### src/tre_pkg.sv
package tre_pkg;

  // Field widths of the item and result
  localparam int unsigned COUNT_BITS    = 32;
  localparam int unsigned TIME_BITS     = 32;
  localparam int unsigned RATE_BITS     = 31;
  localparam int unsigned INTERVAL_BITS = 16;

  localparam logic [INTERVAL_BITS-1:0] INTERVAL_RESET = 16'd500;

  // 1000 * count needs ten more bits
  localparam int unsigned DVD_BITS = COUNT_BITS + 10;
  // quotient view at least one bit wider than a rate, for the saturation check
  localparam int unsigned QUOT_BITS = (DVD_BITS > RATE_BITS) ? DVD_BITS : RATE_BITS + 1;
  localparam int unsigned STEP_BITS = $clog2(DVD_BITS);

  localparam logic [RATE_BITS-1:0] RATE_MAX = {RATE_BITS{1'b1}};

  typedef enum logic [0:0] {
    REQ_REPORT  = 1'b0,
    REQ_RESTART = 1'b1
  } req_type_e;

  typedef struct packed {
    logic                  req_type;
    logic [COUNT_BITS-1:0] byte_count;
    logic [TIME_BITS-1:0]  time_ms;
  } tre_in_t;

  typedef struct packed {
    logic                 rate_new;
    logic [RATE_BITS-1:0] rate;
    logic [RATE_BITS-1:0] average_rate;
  } tre_out_t;

  typedef enum logic [2:0] {
    S_IDLE,
    S_DECIDE,
    S_RATE,
    S_RATE_WAIT,
    S_AVG,
    S_AVG_WAIT,
    S_OUT
  } tre_state_e;

  typedef enum logic [2:0] {
    DIV_IDLE,
    DIV_MUL_A,
    DIV_MUL_B,
    DIV_STEP,
    DIV_DONE
  } tre_div_state_e;

endpackage

### src/tre_div.sv
module tre_div import tre_pkg::*; (
  input  logic                  clk_i,
  input  logic                  rst_ni,
  input  logic                  start_i,
  input  logic [COUNT_BITS-1:0] num_i,
  input  logic [TIME_BITS-1:0]  den_i,
  output logic                  done_o,
  output logic [RATE_BITS-1:0]  quot_o
);

  tre_div_state_e state_q, state_d;

  logic [COUNT_BITS-1:0] num_q, num_d;
  logic [TIME_BITS-1:0]  den_q, den_d;
  logic [DVD_BITS-1:0]   dvd_q, dvd_d;
  logic [TIME_BITS-1:0]  rem_q, rem_d;
  logic [STEP_BITS-1:0]  step_q, step_d;

  logic [TIME_BITS:0]    trial;
  logic [TIME_BITS:0]    trial_diff;
  logic                  qbit;
  logic [QUOT_BITS-1:0]  quot_ext;

  // one restoring step: shift in the next dividend bit, subtract if it fits
  assign trial      = {rem_q, dvd_q[DVD_BITS-1]};
  assign trial_diff = trial - {1'b0, den_q};
  assign qbit       = (trial >= {1'b0, den_q});
  assign quot_ext   = QUOT_BITS'(dvd_q);

  always_comb begin
    state_d = state_q;
    case (state_q)
      DIV_IDLE:  if (start_i) state_d = DIV_MUL_A;
      DIV_MUL_A: state_d = DIV_MUL_B;
      DIV_MUL_B: state_d = DIV_STEP;
      DIV_STEP:  if (step_q == STEP_BITS'(DVD_BITS - 1)) state_d = DIV_DONE;
      DIV_DONE:  state_d = DIV_IDLE;
      default:   state_d = DIV_IDLE;
    endcase
  end

  always_comb begin
    num_d  = num_q;
    den_d  = den_q;
    dvd_d  = dvd_q;
    rem_d  = rem_q;
    step_d = step_q;
    case (state_q)
      DIV_IDLE: begin
        if (start_i) begin
          num_d  = num_i;
          den_d  = den_i;
          rem_d  = '0;
          step_d = '0;
        end
      end
      // 1000 * n = (n << 10) - (n << 4) - (n << 3)
      DIV_MUL_A: dvd_d = (DVD_BITS'(num_q) << 10) - (DVD_BITS'(num_q) << 4);
      DIV_MUL_B: dvd_d = dvd_q - (DVD_BITS'(num_q) << 3);
      DIV_STEP: begin
        rem_d  = qbit ? trial_diff[TIME_BITS-1:0] : trial[TIME_BITS-1:0];
        dvd_d  = {dvd_q[DVD_BITS-2:0], qbit};
        step_d = step_q + 1'b1;
      end
      default: ;
    endcase
  end

  always_comb begin
    done_o = (state_q == DIV_DONE);
    quot_o = (|quot_ext[QUOT_BITS-1:RATE_BITS]) ? RATE_MAX : quot_ext[RATE_BITS-1:0];
  end

  always_ff @(posedge clk_i or negedge rst_ni) begin
    if (!rst_ni) begin
      state_q <= DIV_IDLE;
    end else begin
      state_q <= state_d;
    end
  end

  always_ff @(posedge clk_i) begin
    num_q  <= num_d;
    den_q  <= den_d;
    dvd_q  <= dvd_d;
    rem_q  <= rem_d;
    step_q <= step_d;
  end

endmodule

### src/throughput_rate_estimator.sv
// Throughput rate estimator. Each item is either a restart request or a report of
// a cumulative count with a free-running millisecond timestamp; each item gives
// exactly one result. The first report after reset or restart sets the baseline.
// A later report is taken only if its count exceeds the last taken count and more
// than min_interval_ms has passed (time differences wrap modulo 2^32); then the
// interval rate floor(1000*dcount/dms), saturated at 2^31-1, is computed and
// rate_new flags a change. Every result also carries the average rate from the
// baseline to the last taken report (0 when no time has passed). One item at a
// time: a new item is accepted only after the previous one has reached the output
// register. An interval rate, when one is computed, and the average each take one
// run of the single shared divider; the average needs no run when no time has
// passed since the baseline. A run is a constant multiply by 1000, one restoring
// step per quotient bit (42 bits) and a done state. A finished result sits in the
// output register, so the next item can be taken while it waits; a held output
// stalls the block only once the next result is ready. min_interval_ms resets to
// 500 and is written through cfg_we_i.
module throughput_rate_estimator import tre_pkg::*; (
  input  logic                     clk_i,
  input  logic                     rst_ni,
  // configuration
  input  logic                     cfg_we_i,
  input  logic [INTERVAL_BITS-1:0] cfg_data_i,
  // item in
  input  logic                     in_valid_i,
  output logic                     in_stall_o,
  input  tre_in_t                  in_data_i,
  // result out
  output logic                     out_valid_o,
  input  logic                     out_stall_i,
  output tre_out_t                 out_data_o
);

  tre_state_e state_q, state_d;

  // item register
  logic                  req_q, req_d;
  logic [COUNT_BITS-1:0] cnt_q, cnt_d;
  logic [TIME_BITS-1:0]  tm_q, tm_d;

  // measurement state
  logic                     running_q, running_d;
  logic [COUNT_BITS-1:0]    base_count_q, base_count_d;
  logic [TIME_BITS-1:0]     base_time_q, base_time_d;
  logic [COUNT_BITS-1:0]    prev_count_q, prev_count_d;
  logic [TIME_BITS-1:0]     prev_time_q, prev_time_d;
  logic [RATE_BITS-1:0]     prev_rate_q, prev_rate_d;
  logic [INTERVAL_BITS-1:0] min_ivl_q, min_ivl_d;

  // per-item result
  logic                 fresh_q, fresh_d;
  logic [RATE_BITS-1:0] avg_q, avg_d;

  // output register
  logic     out_valid_q, out_valid_d;
  tre_out_t out_q, out_d;

  // divider hookup
  logic                  div_start;
  logic [COUNT_BITS-1:0] div_num;
  logic [TIME_BITS-1:0]  div_den;
  logic                  div_done;
  logic [RATE_BITS-1:0]  div_quot;

  logic                  accept_in;
  logic                  load_out;

  // report decision, from the registered item
  logic [COUNT_BITS-1:0] dc_rate;
  logic [TIME_BITS-1:0]  dt_rate;
  logic                  take_report;
  // average terms, from the state after this item
  logic [COUNT_BITS-1:0] dc_avg;
  logic [TIME_BITS-1:0]  dt_avg;

  assign dc_rate     = cnt_q - prev_count_q;
  assign dt_rate     = tm_q - prev_time_q;
  assign take_report = (cnt_q > prev_count_q) && (dt_rate > TIME_BITS'(min_ivl_q));
  assign dc_avg      = prev_count_q - base_count_q;
  assign dt_avg      = prev_time_q - base_time_q;

  tre_div u_div (
    .clk_i   (clk_i),
    .rst_ni  (rst_ni),
    .start_i (div_start),
    .num_i   (div_num),
    .den_i   (div_den),
    .done_o  (div_done),
    .quot_o  (div_quot)
  );

  // next state
  always_comb begin
    state_d = state_q;
    case (state_q)
      S_IDLE: if (in_valid_i) state_d = S_DECIDE;
      S_DECIDE: begin
        if (req_q == REQ_RESTART || !running_q || !take_report) begin
          state_d = S_AVG;
        end else begin
          state_d = S_RATE;
        end
      end
      S_RATE:      state_d = S_RATE_WAIT;
      S_RATE_WAIT: if (div_done) state_d = S_AVG;
      S_AVG:       state_d = (dt_avg == '0) ? S_OUT : S_AVG_WAIT;
      S_AVG_WAIT:  if (div_done) state_d = S_OUT;
      S_OUT:       if (!out_valid_q || !out_stall_i) state_d = S_IDLE;
      default:     state_d = S_IDLE;
    endcase
  end

  // control outputs
  always_comb begin
    in_stall_o = (state_q != S_IDLE);
    accept_in  = (state_q == S_IDLE) && in_valid_i;
    div_start  = (state_q == S_RATE) || ((state_q == S_AVG) && (dt_avg != '0));
    div_num    = (state_q == S_RATE) ? dc_rate : dc_avg;
    div_den    = (state_q == S_RATE) ? dt_rate : dt_avg;
    load_out   = (state_q == S_OUT) && (!out_valid_q || !out_stall_i);
  end

  // datapath
  always_comb begin
    req_d        = req_q;
    cnt_d        = cnt_q;
    tm_d         = tm_q;
    running_d    = running_q;
    base_count_d = base_count_q;
    base_time_d  = base_time_q;
    prev_count_d = prev_count_q;
    prev_time_d  = prev_time_q;
    prev_rate_d  = prev_rate_q;
    fresh_d      = fresh_q;
    avg_d        = avg_q;
    min_ivl_d    = cfg_we_i ? cfg_data_i : min_ivl_q;

    if (accept_in) begin
      req_d = in_data_i.req_type;
      cnt_d = in_data_i.byte_count;
      tm_d  = in_data_i.time_ms;
    end

    case (state_q)
      S_DECIDE: begin
        fresh_d = 1'b0;
        if (req_q == REQ_RESTART) begin
          running_d = 1'b0;
        end else if (!running_q) begin
          // baseline report
          running_d    = 1'b1;
          base_count_d = cnt_q;
          base_time_d  = tm_q;
          prev_count_d = cnt_q;
          prev_time_d  = tm_q;
          prev_rate_d  = '0;
        end
      end
      S_RATE_WAIT: begin
        if (div_done) begin
          prev_count_d = cnt_q;
          prev_time_d  = tm_q;
          if (div_quot != prev_rate_q) begin
            prev_rate_d = div_quot;
            fresh_d     = 1'b1;
          end
        end
      end
      S_AVG: begin
        if (dt_avg == '0) avg_d = '0;
      end
      S_AVG_WAIT: begin
        if (div_done) avg_d = div_quot;
      end
      default: ;
    endcase
  end

  // output register
  always_comb begin
    out_valid_d = out_valid_q;
    out_d       = out_q;
    if (load_out) begin
      out_valid_d        = 1'b1;
      out_d.rate_new     = fresh_q;
      out_d.rate         = prev_rate_q;
      out_d.average_rate = avg_q;
    end else if (out_valid_q && !out_stall_i) begin
      out_valid_d = 1'b0;
    end
  end

  assign out_valid_o = out_valid_q;
  assign out_data_o  = out_q;

  always_ff @(posedge clk_i or negedge rst_ni) begin
    if (!rst_ni) begin
      state_q      <= S_IDLE;
      running_q    <= 1'b0;
      base_count_q <= '0;
      base_time_q  <= '0;
      prev_count_q <= '0;
      prev_time_q  <= '0;
      prev_rate_q  <= '0;
      min_ivl_q    <= INTERVAL_RESET;
      out_valid_q  <= 1'b0;
    end else begin
      state_q      <= state_d;
      running_q    <= running_d;
      base_count_q <= base_count_d;
      base_time_q  <= base_time_d;
      prev_count_q <= prev_count_d;
      prev_time_q  <= prev_time_d;
      prev_rate_q  <= prev_rate_d;
      min_ivl_q    <= min_ivl_d;
      out_valid_q  <= out_valid_d;
    end
  end

  always_ff @(posedge clk_i) begin
    req_q   <= req_d;
    cnt_q   <= cnt_d;
    tm_q    <= tm_d;
    fresh_q <= fresh_d;
    avg_q   <= avg_d;
    out_q   <= out_d;
  end

endmodule

### config.mk
export PLATFORM = sky130hd
export DESIGN_NAME = throughput_rate_estimator
export DESIGN_NICKNAME = d
export VERILOG_FILES = /design/src/tre_pkg.sv /design/src/tre_div.sv /design/src/throughput_rate_estimator.sv
export SDC_FILE = /design/constraint.sdc
export NUM_CORES = 1
export LEC_CHECK = 0
export BUFFER_PORTS_ARGS = -buffer_cell sky130_fd_sc_hd__buf_2
export CORE_ASPECT_RATIO = 0.7
export CORE_UTILIZATION = 45
export DETAILED_ROUTE_END_ITERATION = 16
export PLACE_DENSITY = 0.65
export SYNTH_ARGS = -nofsm -noshare
export SYNTH_HDL_FRONTEND = slang
export SYNTH_HIERARCHICAL = 1
export SYNTH_SLANG_ARGS = --single-unit
### constraint.sdc
create_clock -name clk_i -period 10.9 [get_ports clk_i]
set_input_delay 2.18 -clock clk_i [delete_from_list [all_inputs] [get_ports clk_i]]
set_output_delay 2.18 -clock clk_i [all_outputs]
set_load 0.1 [all_outputs]
==> impl_results.md <==
* #FFs+latches synth at 487
* Post-synth ARST share at 0.376
* Worst Skew at 0.0288 ns
* Sinks on Clock Net at ~490
* CP startpoint kind: flip-flop
* Synth warn at 6
* Port buffer count at 150
* Layout cell share with drive strength beyond 1 at 0.123
* N_diodes at 0
* Finish-stage setup viols at 0
* Synth Cell Area at 32,200 sq um
* CP cell instances: inv_1 -> ha_1 -> fa_1 -> nor2b_1 -> o31a_1 -> o2111ai_2 -> a21oi_2 -> o211ai_1 -> a31o_2 -> o32a_1 -> nor4b_1 -> a31oi_1 -> o21ba_1 -> nand2b_1 -> nor3_2 -> buf_4 -> or2_2
* Setup WS post-layout at 5.07 ns
* Number of flops mapped to enable cells by yosys at 304
* Crit path DAT at 6.06 ns
* Final cycle utilization of the critical path at 0.535
* Crit path max-delay family: compound AO/OA/AOI/OAI gates
* Final-layout fill cell count at between 6,000 and 7,000
* Final count of hold timing violations at 0
* Slew @ Worst Pin at 1.27 ns
* Netlist cell types at ~110
* Nets@finish at 3,747
* Commonest cells post-synth: edfxtp_1 (304), inv_1 (294), nand2_1 (256)
* Net Count, Synth at about 3,600
* Peak supply drop at 0.115 mV
* Synthesis-to-finish area growth at 10.2%
* Synth area leader: edfxtp_1
* Post-Place Cells at ~4,300
* Worst path buffer plus inverter count at 2
* Worst-skew pair later-pin latency at 0.63 ns
* Critical Path End Type: flip-flop
* CTS root buf: clkbuf_16
* Slowest stage delay, CP at roughly 0.9 ns
* Die area at 72,500 sq um
* Vias at 25,000
* Pwr/cell area at around 100 nW/um^2
* Dpl ws at between 5 and 6 ns
* Top-count cell post-synth: edfxtp_1
* Leakage power at between 15 and 20 nW
* HPWL after DPL at 63,000 um
* Setup total negative slack at 0 ns
* H-tree depth at 2
* Slowest-stage cell, CP: or2_2
* Chip Height at ~230 um
* Setup CP Type: flip-flop to flip-flop
* RePlAce Congestion at approximately 0.93
* Drt drc at 0
* Area share of the largest cell type after synthesis at 0.284
* Via density at approximately 5.7
* DR WL/cell at between 15 and 20 um
* Largest net degree at the start of global routing at 100
* Post-CTS setup buffers at 0
* Initial Utilization at 0.458
* Pre-antenna DRT Iters at 5
* Mean Syn Cell Area at 9.70 sq um
* WL final at ~84,000 um
* Worst path required time at 11.13 ns
* Core Region at 70,200 sq um
* Drt first-iter violations at 2,511
* CTS tree: built
* Cells after Synth at 3,315
* CTS buffer count at 51
* RSZ-0062 raised after global routing: false
* Status: finished clean
* Total global-route track usage at 0.229
* Reg2Reg Setup Slack at about 5.1 ns
* Grt total ovfl at 0
* Antenna-violating nets left at 0
* # resized after CTS at 0
* Max capacitance violation total at 0
* Cell row count at 81
* Clock buffer depth at 3
* # IOs at 151
* Slew HR at 0.133
* Worst hold path class: flip-flop to flip-flop
* Final cell count without fillers at 4,418
* Fin. max-slew vios at 0
* F_max at 172 MHz
* Worst-path fanout max at 65
* Hold-fix buffers, CTS at 0
* Post-synthesis sequential area ratio at 0.427
* Clk pin slew, worst setup/hold paths at 0.06 ns
* Die X at 321 um
* Vias in the first global route at around 23,000
* Synth Flop Type: edfxtp_1
* Min cycle time layout at 5.83 ns
* Initial antenna violation count at 1
* Synth area leaders: edfxtp_1 (28%), dfrtp_1 (14%), ha_1 (9.1%), o21ai_0 (3.8%), xnor2_1 (3.7%)
* First-pass GRT wire length at 131,000 um
==> kinds of logic after synthesis <==
logic type | synth area share
AO/OA/AOI/OAI | 0.193
AND/OR/NAND/NOR | 0.142
flip-flops | 0.427
buffers and inverters | 0.0492
adder cells (fa/ha/maj) | 0.0948
XOR/XNOR | 0.0558
multiplexers | 0.0385
==> layout make-up <==
type	count	area (sq um)	area share
well taps	954	1190	0.0337
multi-input cells	2417	16900	0.478
flip-flops and latches	487	13700	0.387
clock inverters	41	273	0.00770
inverters	294	1100	0.0311
clock buffers	55	1310	0.0370
repair buffers	170	910	0.0257
==> through the flow <==
stage	utilization	instance area, sq um	total power [mW]	hold WS (ns)
after floorplan	-	32200	2.01	0.400
after global routing	0.505	35400	3.81	0.425
after global placement	0.482	33900	2.05	0.403
final	0.505	35400	3.70	0.418
after CTS	0.505	35400	3.74	0.420
after detailed placement	0.482	33900	2.05	0.405
==> registers in the layout (all words and copies together), names as in the netlist, 31 cells and up <==
signal        cells
u_div/num_q      32
avg_q            31
cnt_q            32
u_div/rem_q      32
prev_rate_q      31
u_div/dvd_q      42
tm_q             32
prev_time_q      32
u_div/den_q      32
prev_count_q     32
base_time_q      32
out_data_o       63
base_count_q     32
==> cells in the final DEF (no fill, tap or decap), drive strengths merged, types with 44 or more instances in the layout <==
master,n
nand2,256
ha,234
xor2,71
a21o,130
edfxtp,304
a21oi,231
mux2i,45
mux2,70
nor2,199
a211oi,44
buf,169
o21ai,259
and3,66
dfrtp,177
xnor2,134
nand3,88
inv,300
nor3,52
clkbuf,56
==> path summary, 6_finish.rpt <==
| kind | start | to | cells after the start |
|---|---|---|---|
| setup reg to reg | prev_time_q[0] | u_div/rem_q[7] | 17 |
| hold / removal | avg_q[19] | out_data_o[19] | 0 |
| min in group asynchronous | rst_ni | base_count_q[14] | 1 |
| hold reg to reg | avg_q[19] | out_data_o[19] | 0 |
| max in group asynchronous | rst_ni | prev_rate_q[5] | 3 |
| setup / recovery | prev_time_q[0] | u_div/rem_q[7] | 17 |
==> report_power, final <==
| group | total [mW] | internal (mW) | switching, mW |
|---|---|---|---|
| Combinational | 0.0516 | 0.0193 | 0.0323 |
| Clock | 1.69 | 0.903 | 0.785 |
| Sequential | 1.96 | 1.96 | 0.00155 |
==> routing by layer <==
layer	up-vias	global-route usage	wire length (um)
li1	12300	-	-
met1	11800	0.392	45400
met2	886	0.277	29500
met3	87	0.0552	7740
met4	0	0.0422	1220
met5	-	0	0
Power figures use the tool's default switching activity.
